==> src/rtl/core/hdkp_pkg.sv <==
package hdkp_pkg;

    // parser phase
    typedef enum logic [2:0] {
        PH_PREFIX     = 3'd0,
        PH_AFTER_M    = 3'd1,
        PH_COMPONENT  = 3'd2,
        PH_AFTER_MARK = 3'd3,
        PH_DRAIN      = 3'd4
    } phase_t;

    // result kinds
    typedef enum logic [1:0] {
        KIND_CHILD  = 2'd0,
        KIND_ACCEPT = 2'd1,
        KIND_REJECT = 2'd2
    } kind_t;

    // reject causes
    typedef enum logic [2:0] {
        CAUSE_NONE      = 3'd0,
        CAUSE_PREFIX    = 3'd1,
        CAUSE_NO_DIGITS = 3'd2,
        CAUSE_TOO_LARGE = 3'd3,
        CAUSE_STRAY     = 3'd4
    } cause_t;

    // character codes
    localparam logic [7:0] CH_END    = 8'h00;
    localparam logic [7:0] CH_APOS   = 8'h27;
    localparam logic [7:0] CH_SLASH  = 8'h2f;
    localparam logic [7:0] CH_ZERO   = 8'h30;
    localparam logic [7:0] CH_NINE   = 8'h39;
    localparam logic [7:0] CH_UP_H   = 8'h48;
    localparam logic [7:0] CH_UP_M   = 8'h4d;
    localparam logic [7:0] CH_LO_H   = 8'h68;
    localparam logic [7:0] CH_LO_M   = 8'h6d;

    localparam int unsigned ACC_W = 31;

    // one result item
    typedef struct packed {
        kind_t       kind;
        logic [31:0] index;
        logic        hard;
        cause_t      cause;
        logic        last;
    } result_t;

    // results produced by one character
    typedef struct packed {
        logic [1:0] count;
        result_t    first;
        result_t    second;
    } step_out_t;

endpackage

==> src/rtl/core/hdkp_parse.sv <==
module hdkp_parse
(
    input  logic              clk,
    input  logic              rst_n,
    input  logic              load,
    input  logic [7:0]        char_code,
    output hdkp_pkg::step_out_t step
);
    import hdkp_pkg::*;

    logic [7:0]       char_reg;
    logic             char_valid_reg;
    phase_t           phase_reg;
    phase_t           phase_next;
    logic [ACC_W-1:0] acc_reg;
    logic [ACC_W-1:0] acc_next;
    logic             digits_reg;
    logic             digits_next;

    logic             is_digit;
    logic             is_mark;
    logic             is_end;
    logic             is_slash;
    logic             is_m;
    logic [34:0]      prod;
    logic             ovf;
    phase_t           rej_phase;

    function automatic result_t mk_child(input logic [ACC_W-1:0] idx, input logic hard);
        result_t r;
        r.kind  = KIND_CHILD;
        r.index = {hard, idx};
        r.hard  = hard;
        r.cause = CAUSE_NONE;
        r.last  = 1'b0;
        return r;
    endfunction

    function automatic result_t mk_close(input kind_t kind, input cause_t cause);
        result_t r;
        r.kind  = kind;
        r.index = 32'd0;
        r.hard  = 1'b0;
        r.cause = cause;
        r.last  = 1'b1;
        return r;
    endfunction

    // input register
    always_ff @(posedge clk or negedge rst_n)
    begin
        if (!rst_n)
        begin
            char_valid_reg <= 1'b0;
        end
        else
        begin
            char_valid_reg <= load;
        end
    end

    always_ff @(posedge clk)
    begin
        if (load)
        begin
            char_reg <= char_code;
        end
    end

    // character classes
    assign is_digit  = (char_reg >= CH_ZERO) && (char_reg <= CH_NINE);
    assign is_mark   = (char_reg == CH_APOS) || (char_reg == CH_LO_H) || (char_reg == CH_UP_H);
    assign is_end    = (char_reg == CH_END);
    assign is_slash  = (char_reg == CH_SLASH);
    assign is_m      = (char_reg == CH_LO_M) || (char_reg == CH_UP_M);
    assign rej_phase = is_end ? PH_PREFIX : PH_DRAIN;

    // times ten plus digit, flag any reach of the hardened bit
    assign prod = {1'b0, acc_reg, 3'b000} + {3'b000, acc_reg, 1'b0} + {31'd0, char_reg[3:0]};
    assign ovf  = |prod[34:31];

    // next state
    always_comb
    begin
        phase_next  = phase_reg;
        acc_next    = acc_reg;
        digits_next = digits_reg;
        if (char_valid_reg)
        begin
            case (phase_reg)
                PH_DRAIN:
                begin
                    if (is_end)
                    begin
                        phase_next  = PH_PREFIX;
                        acc_next    = '0;
                        digits_next = 1'b0;
                    end
                end
                PH_AFTER_M:
                begin
                    acc_next    = '0;
                    digits_next = 1'b0;
                    if (is_slash)
                        phase_next = PH_COMPONENT;
                    else if (is_end)
                        phase_next = PH_PREFIX;
                    else
                        phase_next = rej_phase;
                end
                PH_COMPONENT:
                begin
                    if (is_digit && !ovf)
                    begin
                        acc_next    = prod[ACC_W-1:0];
                        digits_next = 1'b1;
                    end
                    else
                    begin
                        acc_next    = '0;
                        digits_next = 1'b0;
                        if (is_digit)
                            phase_next = rej_phase;
                        else if (!digits_reg)
                            phase_next = is_end ? PH_PREFIX : rej_phase;
                        else if (is_mark)
                            phase_next = PH_AFTER_MARK;
                        else if (is_slash)
                            phase_next = PH_COMPONENT;
                        else if (is_end)
                            phase_next = PH_PREFIX;
                        else
                            phase_next = rej_phase;
                    end
                end
                PH_AFTER_MARK:
                begin
                    acc_next    = '0;
                    digits_next = 1'b0;
                    if (is_slash)
                        phase_next = PH_COMPONENT;
                    else if (is_end)
                        phase_next = PH_PREFIX;
                    else
                        phase_next = rej_phase;
                end
                default:
                begin
                    acc_next    = '0;
                    digits_next = 1'b0;
                    if (is_m)
                        phase_next = PH_AFTER_M;
                    else if (is_slash)
                        phase_next = PH_COMPONENT;
                    else if (is_end)
                        phase_next = PH_PREFIX;
                    else
                        phase_next = rej_phase;
                end
            endcase
        end
    end

    // results of the current character
    always_comb
    begin
        step.count  = 2'd0;
        step.first  = '0;
        step.second = '0;
        if (char_valid_reg)
        begin
            case (phase_reg)
                PH_DRAIN:
                begin
                    step.count = 2'd0;
                end
                PH_AFTER_M:
                begin
                    if (!is_slash)
                    begin
                        step.count = 2'd1;
                        step.first = is_end ? mk_close(KIND_ACCEPT, CAUSE_NONE)
                                            : mk_close(KIND_REJECT, CAUSE_PREFIX);
                    end
                end
                PH_COMPONENT:
                begin
                    if (is_digit)
                    begin
                        if (ovf)
                        begin
                            step.count = 2'd1;
                            step.first = mk_close(KIND_REJECT, CAUSE_TOO_LARGE);
                        end
                    end
                    else if (!digits_reg)
                    begin
                        step.count = 2'd1;
                        step.first = is_end ? mk_close(KIND_ACCEPT, CAUSE_NONE)
                                            : mk_close(KIND_REJECT, CAUSE_NO_DIGITS);
                    end
                    else if (is_mark)
                    begin
                        step.count = 2'd1;
                        step.first = mk_child(acc_reg, 1'b1);
                    end
                    else
                    begin
                        step.first = mk_child(acc_reg, 1'b0);
                        if (is_slash)
                        begin
                            step.count = 2'd1;
                        end
                        else
                        begin
                            step.count  = 2'd2;
                            step.second = is_end ? mk_close(KIND_ACCEPT, CAUSE_NONE)
                                                 : mk_close(KIND_REJECT, CAUSE_STRAY);
                        end
                    end
                end
                PH_AFTER_MARK:
                begin
                    if (!is_slash)
                    begin
                        step.count = 2'd1;
                        step.first = is_end ? mk_close(KIND_ACCEPT, CAUSE_NONE)
                                            : mk_close(KIND_REJECT, CAUSE_STRAY);
                    end
                end
                default:
                begin
                    if (!is_m && !is_slash)
                    begin
                        step.count = 2'd1;
                        step.first = is_end ? mk_close(KIND_ACCEPT, CAUSE_NONE)
                                            : mk_close(KIND_REJECT, CAUSE_PREFIX);
                    end
                end
            endcase
        end
    end

    // parser state
    always_ff @(posedge clk or negedge rst_n)
    begin
        if (!rst_n)
        begin
            phase_reg  <= PH_PREFIX;
            acc_reg    <= '0;
            digits_reg <= 1'b0;
        end
        else
        begin
            phase_reg  <= phase_next;
            acc_reg    <= acc_next;
            digits_reg <= digits_next;
        end
    end

    // a second result always closes the path after a child
    a_two_results_child_first: assert property (@(posedge clk) disable iff (!rst_n)
        (step.count == 2'd2) |-> (step.first.kind == KIND_CHILD) && step.second.last)
        else $error("second result without a leading child");

    // digits only accumulate inside a component
    a_digits_in_component: assert property (@(posedge clk) disable iff (!rst_n)
        digits_reg |-> (phase_reg == PH_COMPONENT))
        else $error("digit flag set outside a component");

    // draining holds a cleared component
    a_drain_cleared: assert property (@(posedge clk) disable iff (!rst_n)
        (phase_reg == PH_DRAIN) |-> (acc_reg == '0) && !digits_reg)
        else $error("accumulator not cleared while draining");

endmodule

==> src/rtl/core/hdkp_rfifo.sv <==
module hdkp_rfifo #(
    parameter int unsigned DEPTH = 8
)
(
    input  logic                       clk,
    input  logic                       rst_n,
    input  hdkp_pkg::step_out_t        step,
    input  logic                       pop,
    output hdkp_pkg::result_t          head,
    output logic                       not_empty,
    output logic [$clog2(DEPTH):0]     count
);
    import hdkp_pkg::*;

    localparam int unsigned PW = $clog2(DEPTH);
    localparam int unsigned CW = PW + 1;

    result_t       mem [DEPTH];
    logic [PW-1:0] wr_ptr_reg;
    logic [PW-1:0] wr_ptr_next;
    logic [PW-1:0] rd_ptr_reg;
    logic [PW-1:0] rd_ptr_next;
    logic [CW-1:0] count_reg;
    logic [CW-1:0] count_next;
    logic [PW-1:0] wr_ptr_plus1;

    assign wr_ptr_plus1 = wr_ptr_reg + PW'(1);

    // pointer and fill count update
    always_comb
    begin
        wr_ptr_next = wr_ptr_reg + PW'(step.count);
        rd_ptr_next = pop ? (rd_ptr_reg + PW'(1)) : rd_ptr_reg;
        count_next  = count_reg + CW'(step.count) - CW'(pop);
    end

    always_ff @(posedge clk or negedge rst_n)
    begin
        if (!rst_n)
        begin
            wr_ptr_reg <= '0;
            rd_ptr_reg <= '0;
            count_reg  <= '0;
        end
        else
        begin
            wr_ptr_reg <= wr_ptr_next;
            rd_ptr_reg <= rd_ptr_next;
            count_reg  <= count_next;
        end
    end

    // result storage, up to two writes per cycle
    always_ff @(posedge clk)
    begin
        if (step.count != 2'd0)
        begin
            mem[wr_ptr_reg] <= step.first;
        end
        if (step.count == 2'd2)
        begin
            mem[wr_ptr_plus1] <= step.second;
        end
    end

    assign head      = mem[rd_ptr_reg];
    assign not_empty = (count_reg != '0);
    assign count     = count_reg;

    // fill count never passes the depth
    a_count_bound: assert property (@(posedge clk) disable iff (!rst_n)
        count_reg <= CW'(DEPTH))
        else $error("result queue count above depth");

    // no write into a full queue
    a_no_overflow: assert property (@(posedge clk) disable iff (!rst_n)
        (step.count != 2'd0) |-> ((count_reg + CW'(step.count)) <= CW'(DEPTH)))
        else $error("result queue overflow");

    // empty queue has matching pointers
    a_empty_ptrs: assert property (@(posedge clk) disable iff (!rst_n)
        (count_reg == '0) |-> (rd_ptr_reg == wr_ptr_reg))
        else $error("pointer mismatch on empty queue");

endmodule

==> src/rtl/core/hd_key_path_parser_core.sv <==
// channel  | handshake                  | payload
// ---------+----------------------------+----------------------------------------------
// input    | in_valid / in_stall        | char_code
// output   | out_valid / out_stall      | result_kind, child_index, hardened,
//          |                            | error_cause, last_of_path
//
// one character is taken per cycle unless stalled; it is registered, then its results are queued
// a character that closes a component with a stray byte or the end gives two results,
// which leave one after the other through the result queue
// in_stall rises only when the result queue (QUEUE_DEPTH entries) could not hold the
// results of the character in flight and of a new one
// rst_n clears the parser phase, the component and the queue at once
module hd_key_path_parser_core #(
    parameter int unsigned QUEUE_DEPTH = 8
)
(
    input  logic        clk,
    input  logic        rst_n,
    input  logic        in_valid,
    output logic        in_stall,
    input  logic [7:0]  char_code,
    output logic        out_valid,
    input  logic        out_stall,
    output logic [1:0]  result_kind,
    output logic [31:0] child_index,
    output logic        hardened,
    output logic [2:0]  error_cause,
    output logic        last_of_path
);
    import hdkp_pkg::*;

    localparam int unsigned CW = $clog2(QUEUE_DEPTH) + 1;

    step_out_t     step;
    result_t       head;
    logic          q_not_empty;
    logic [CW-1:0] q_count;
    logic          in_accept;
    logic          out_accept;
    logic          pending;
    logic [CW:0]   reserve;

    // parser with its input register
    hdkp_parse u_parse
    (
        .clk       (clk),
        .rst_n     (rst_n),
        .load      (in_accept),
        .char_code (char_code),
        .step      (step)
    );

    // result queue
    hdkp_rfifo #(
        .DEPTH (QUEUE_DEPTH)
    ) u_rfifo
    (
        .clk       (clk),
        .rst_n     (rst_n),
        .step      (step),
        .pop       (out_accept),
        .head      (head),
        .not_empty (q_not_empty),
        .count     (q_count)
    );

    // room for the character in flight plus a new one
    assign pending   = (step.count != 2'd0) || (q_count != '0);
    assign reserve   = {1'b0, q_count} + {{CW{1'b0}}, 1'b0} + (CW + 1)'(step.count);
    assign in_stall  = pending && (reserve > (CW + 1)'(QUEUE_DEPTH - 2));
    assign in_accept = in_valid && !in_stall;

    // output channel
    assign out_valid    = q_not_empty;
    assign out_accept   = q_not_empty && !out_stall;
    assign result_kind  = head.kind;
    assign child_index  = head.index;
    assign hardened     = head.hard;
    assign error_cause  = head.cause;
    assign last_of_path = head.last;

endmodule

==> config.mk <==
export PLATFORM = sky130hd
export DESIGN_NAME = hd_key_path_parser_core
export DESIGN_NICKNAME = d
export VERILOG_FILES = /design/src/rtl/core/hdkp_pkg.sv /design/src/rtl/core/hdkp_parse.sv /design/src/rtl/core/hdkp_rfifo.sv /design/src/rtl/core/hd_key_path_parser_core.sv
export SDC_FILE = /design/constraint.sdc
export NUM_CORES = 1
export LEC_CHECK = 0
export BUFFER_PORTS_ARGS = -buffer_cell sky130_fd_sc_hd__buf_4
export CAP_MARGIN = 25
export CORE_AREA = 10 10 250 252
export DETAILED_ROUTE_END_ITERATION = 10
export DIE_AREA = 0 0 260 262
export HOLD_SLACK_MARGIN = 0.1
export PLACE_DENSITY_LB_ADDON = 0.25
export SYNTH_ARGS = -nofsm -noshare
export SYNTH_HDL_FRONTEND = slang
export SYNTH_SLANG_ARGS = --single-unit
==> constraint.sdc <==
create_clock -name clk -period 6.79 [get_ports clk]
set_input_delay 0.3395 -clock clk [delete_from_list [all_inputs] [get_ports clk]]
set_output_delay 0.3395 -clock clk [all_outputs]
set_load 0.03 [all_outputs]
==> summary.txt <==
STATUS
----------------------------------------------------------------------------------------
Outcome                                                                     finished clean

STA
----------------------------------------------------------------------------------------
Fin. Hold Viols                                                                        0
Setup repair after global routing missed its margin                                false
Pins Over Slew Limit                                                                   0
Final clock period utilization by the worst path                                   83.7%
Clock Skew                                                                       21.2 ps
Minimum clock period                                                             5680 ps
Upper clock frequency limit                                                    0.176 GHz
Slew @ Worst Pin                                                                 1470 ps
Post-layout worst setup margin                                                   1110 ps
Total Negative Setup Slacks                                                         0 ps
Final setup viols                                                                      0
Normalized max-slew margin                                                         1.86%

CTS
----------------------------------------------------------------------------------------
Number of clock buffers inserted by TritonCTS                                         42
TritonCTS clock tree                                                                done
Root buf cell                                                               sky130_fd_sc_hd__clkbuf_16
Post-CTS setup buffer count                                                            0
Skew-Pair Late Insertion Delay                                                    570 ps
Clock-pin slew of the registers on the worst-case setup and hold paths             50 ps
Number of sinks driven by the clock tree                                             358
H-tree depth reported by CTS                                                           2
Bufs on Longest Clock Path                                                             3

WORST SETUP PATH
----------------------------------------------------------------------------------------
Largest fanout on the critical path                                                    8
Worst EP required                                                                6450 ps
Number of buffer and inverter stages on the critical path                              2
CP top delay family                                                          adder cells
Sort of element at the start of the critical path                              flip-flop
Peak per-stage delay on the critical path                                         500 ps
Critical path arrival                                                            5340 ps
CP Cell Sequence                                                            inv_1 > fa_1 > fa_1 > nor2b_1 > o211ai_1 > a31oi_1 > o21ai_1 > or3_1 > nand3_1 > and4b_4 > nor2_1 > ha_1 > fa_1 > xor2_1 > a32oi_1 > nand2_1 > and2_1 > buf_4
Cell type with the highest occurrence count on the critical path            sky130_fd_sc_hd__fa_1
Critical Path Slowest Stage Cell                                            sky130_fd_sc_hd__edfxtp_1
Worst Path Class, Setup                                                          reg2out
Critical Path End Type                                                      primary output

PWR
----------------------------------------------------------------------------------------
Peak VDD IR                                                                       158 µV
Power after layout                                                               6.17 mW
Cell leakage power                                                               7.93 nW
Total power density per cell area                                             288 mW/mm²

DIE
----------------------------------------------------------------------------------------
Die Span Y                                                                        262 µm
Effective utilization at floorplan                                                 33.6%
Std-Cell Core Area                                                            0.0574 mm²
Std cell rows                                                                         88
Width of the die                                                                  260 µm
Overall die area                                                              0.0681 mm²
I/O pin count                                                                         53

PLACED DESIGN
----------------------------------------------------------------------------------------
Final GP Congestion                                                                0.845
I/O Buffers                                                                           52
Cells after DPL                                                                     2752
Worst setup slack before clock tree synthesis                                    1650 ps
Total half-perimeter wirelength after legalization and detailed placement        36.2 mm

GLOBAL ROUTE
----------------------------------------------------------------------------------------
Global routing usage summed across all routing layers                              18.4%
Leftover overflow at the end of global routing                                         0
First-pass GRT wire length                                                       99.3 mm
Number of global-route vias before repair                                          16.7k
Maximum number of pins on one net before global-route repair                         272
Initial antenna violation count                                                        0

DRT
----------------------------------------------------------------------------------------
Avg WL per Cell                                                                  22.6 µm
Via density per instance                                                            5.88
Detailed Route WL                                                                64.3 mm
Number of nets with antenna violations after routing                                   0
Vias                                                                               16.7k
Total DRC errors in the routed layout                                                  0
DRT Pass-1 Iters                                                                       5
Number of DRC markers after the initial detailed-route iteration                    1658

SYNTHESIS
----------------------------------------------------------------------------------------
Number of warnings reported in the yosys synthesis log                                 0
Top flip-flop cell by instance count after synthesis                        sky130_fd_sc_hd__dfxtp_1
Flop and latch count out of synthesis                                                358
Post-Synthesis Net Count                                                            2214
Proportion of synthesized chip area in sequential cells                            40.5%
Number of instances in the synthesized netlist                                      2124
Avg Synthesized Cell Area                                                       9.07 µm²
Top cell type's share of synthesized area                                          28.3%
Number of distinct library cells after synthesis                                      64
Synthesized cell area                                                         0.0193 mm²
Cell type with the largest total area after synthesis                       sky130_fd_sc_hd__dfxtp_1
Top post-synthesis cells by area                                            sky130_fd_sc_hd__dfxtp_1 (28%), sky130_fd_sc_hd__mux4_2 (8.9%), sky130_fd_sc_hd__a21oi_1 (8.1%)
Count of flip-flops with a built-in enable after synthesis                            40
Post-synth ARST share                                                              12.8%

FINISH
----------------------------------------------------------------------------------------
Non-filler instance count after layout                                              2842
Number of nets in the layout                                                        2136
Commonest cells after routing, fill and taps aside                          sky130_fd_sc_hd__a21oi_1 (311), sky130_fd_sc_hd__nand3_1 (284), sky130_fd_sc_hd__dfxtp_1 (272)
Max reg flops                                                                        304
Ratio of cells with drive above 1 in the final layout                              14.7%
Leading cell type in the layout, fill and taps excluded                     sky130_fd_sc_hd__a21oi_1
Area grow syn2layout                                                               11.3%
Inserted Diodes                                                                        0

MIN PATH
----------------------------------------------------------------------------------------
Path type of the worst min-delay path                                             in2reg

JOB
----------------------------------------------------------------------------------------
Max-capacitance violation count                                                        0

-- per-stage QoR --
| stage | cell area (µm²) | hold slack (ps) | utilization, % |
|---|---|---|---|
| finish | 21500 | 236 | 37.4 |
| global route | 21500 | 245 | 37.4 |
| CTS | 21400 | 221 | 37.2 |
| detailed placement | 19900 | 420 | 34.7 |
| global placement | 19900 | 407 | 34.6 |
| floorplan | 19300 | 43.9 | - |
-- cell type report --
type,instances,area (µm²)
clock buffer,69,1310
clock inverter,6,36.3
fill,5638,35900
inverter,29,109
multi-input combinational,1509,10300
sequential,358,7810
tap,765,957
timing repair buffer,106,918
-- worst min-delay path: cells and delay by family --
kind                   cells  cell delay (ps)
AOI/OAI and AO/OA          1              120
buffers and inverters      2              280
-- synthesized netlist by cell type, drive strengths merged (2+ instances only) --
cell and instances:
o21ai 326, a21oi 312, nand3 288, dfxtp 272, clkbuf 122, buf 106, nand2 90, mux4 76
ha 73, dfrtp 46, nor2 42, edfxtp 40, mux2 40, and2 32, inv 29, nor3 20
a21o 19, xor2 18, o22ai 17, xnor2 17, a211oi 16, and3 13, nand4 13, a22o 11
o211ai 11, a31oi 9, or3 9, a211o 5, fa 5, nand2b 5, o21a 5, a31o 4
nor4 4, a32oi 3, nor2b 3, o31ai 3, a21boi 2, and4 2, and4b 2, nand3b 2
or2 2
-- kinds of logic (layout without fill, tap and decap cells) --
logic type                 count (synthesis)  after routing  synth area share, %
muxes                                    116            116                 11.2
and+or+nand+nor                          530            530                 14.0
buffers and inverters                    257            210                 6.40
adders and majority gates                 78             78                 5.26
xor gates and xnor gates                  35             35                 1.59
AOI/OAI and AO/OA                        750            750                 21.1
DFF                                      358            358                 40.5
-- layer usage --
layer / up-vias / global-route usage, % / share of wire (%)
met5: - / 0 / 0
met4: 0 / 6.06 / 2.4
met3: 118 / 3.35 / 6.8
met2: 633 / 30.4 / 48
met1: 8285 / 24.0 / 43
li1: 7673 / - / -
-- final timing paths --
kind,start,end,slack (ps),cells after the start
worst min-delay path,in_valid,u_parse.char_valid_reg,240,3
worst min register to register,u_rfifo.mem[3][30],u_rfifo.mem[3][30],480,2
worst max-delay path,u_parse.char_reg[3],in_stall,1110,18
worst max register to register,u_parse.char_reg[3],u_parse.char_reg[0],1650,18
max in group asynchronous,rst_n,u_rfifo.rd_ptr_reg[1],5930,2
min in group asynchronous,rst_n,u_parse.acc_reg[27],370,2
-- repair_timing --
item | in CTS | in global routing
endpoints found under the setup margin | 0 | 0
hold endpoints to repair | 55 | 0
resized for setup | 0 | 0
hold buffers | 10 | 0
-- power breakdown --
group          total, mW  switching (mW)  internal, mW
logic               1.53            1.00         0.535
clock network       2.24           0.923          1.31
registers           2.40           0.159          2.24
(Power assumes the default switching activity.)
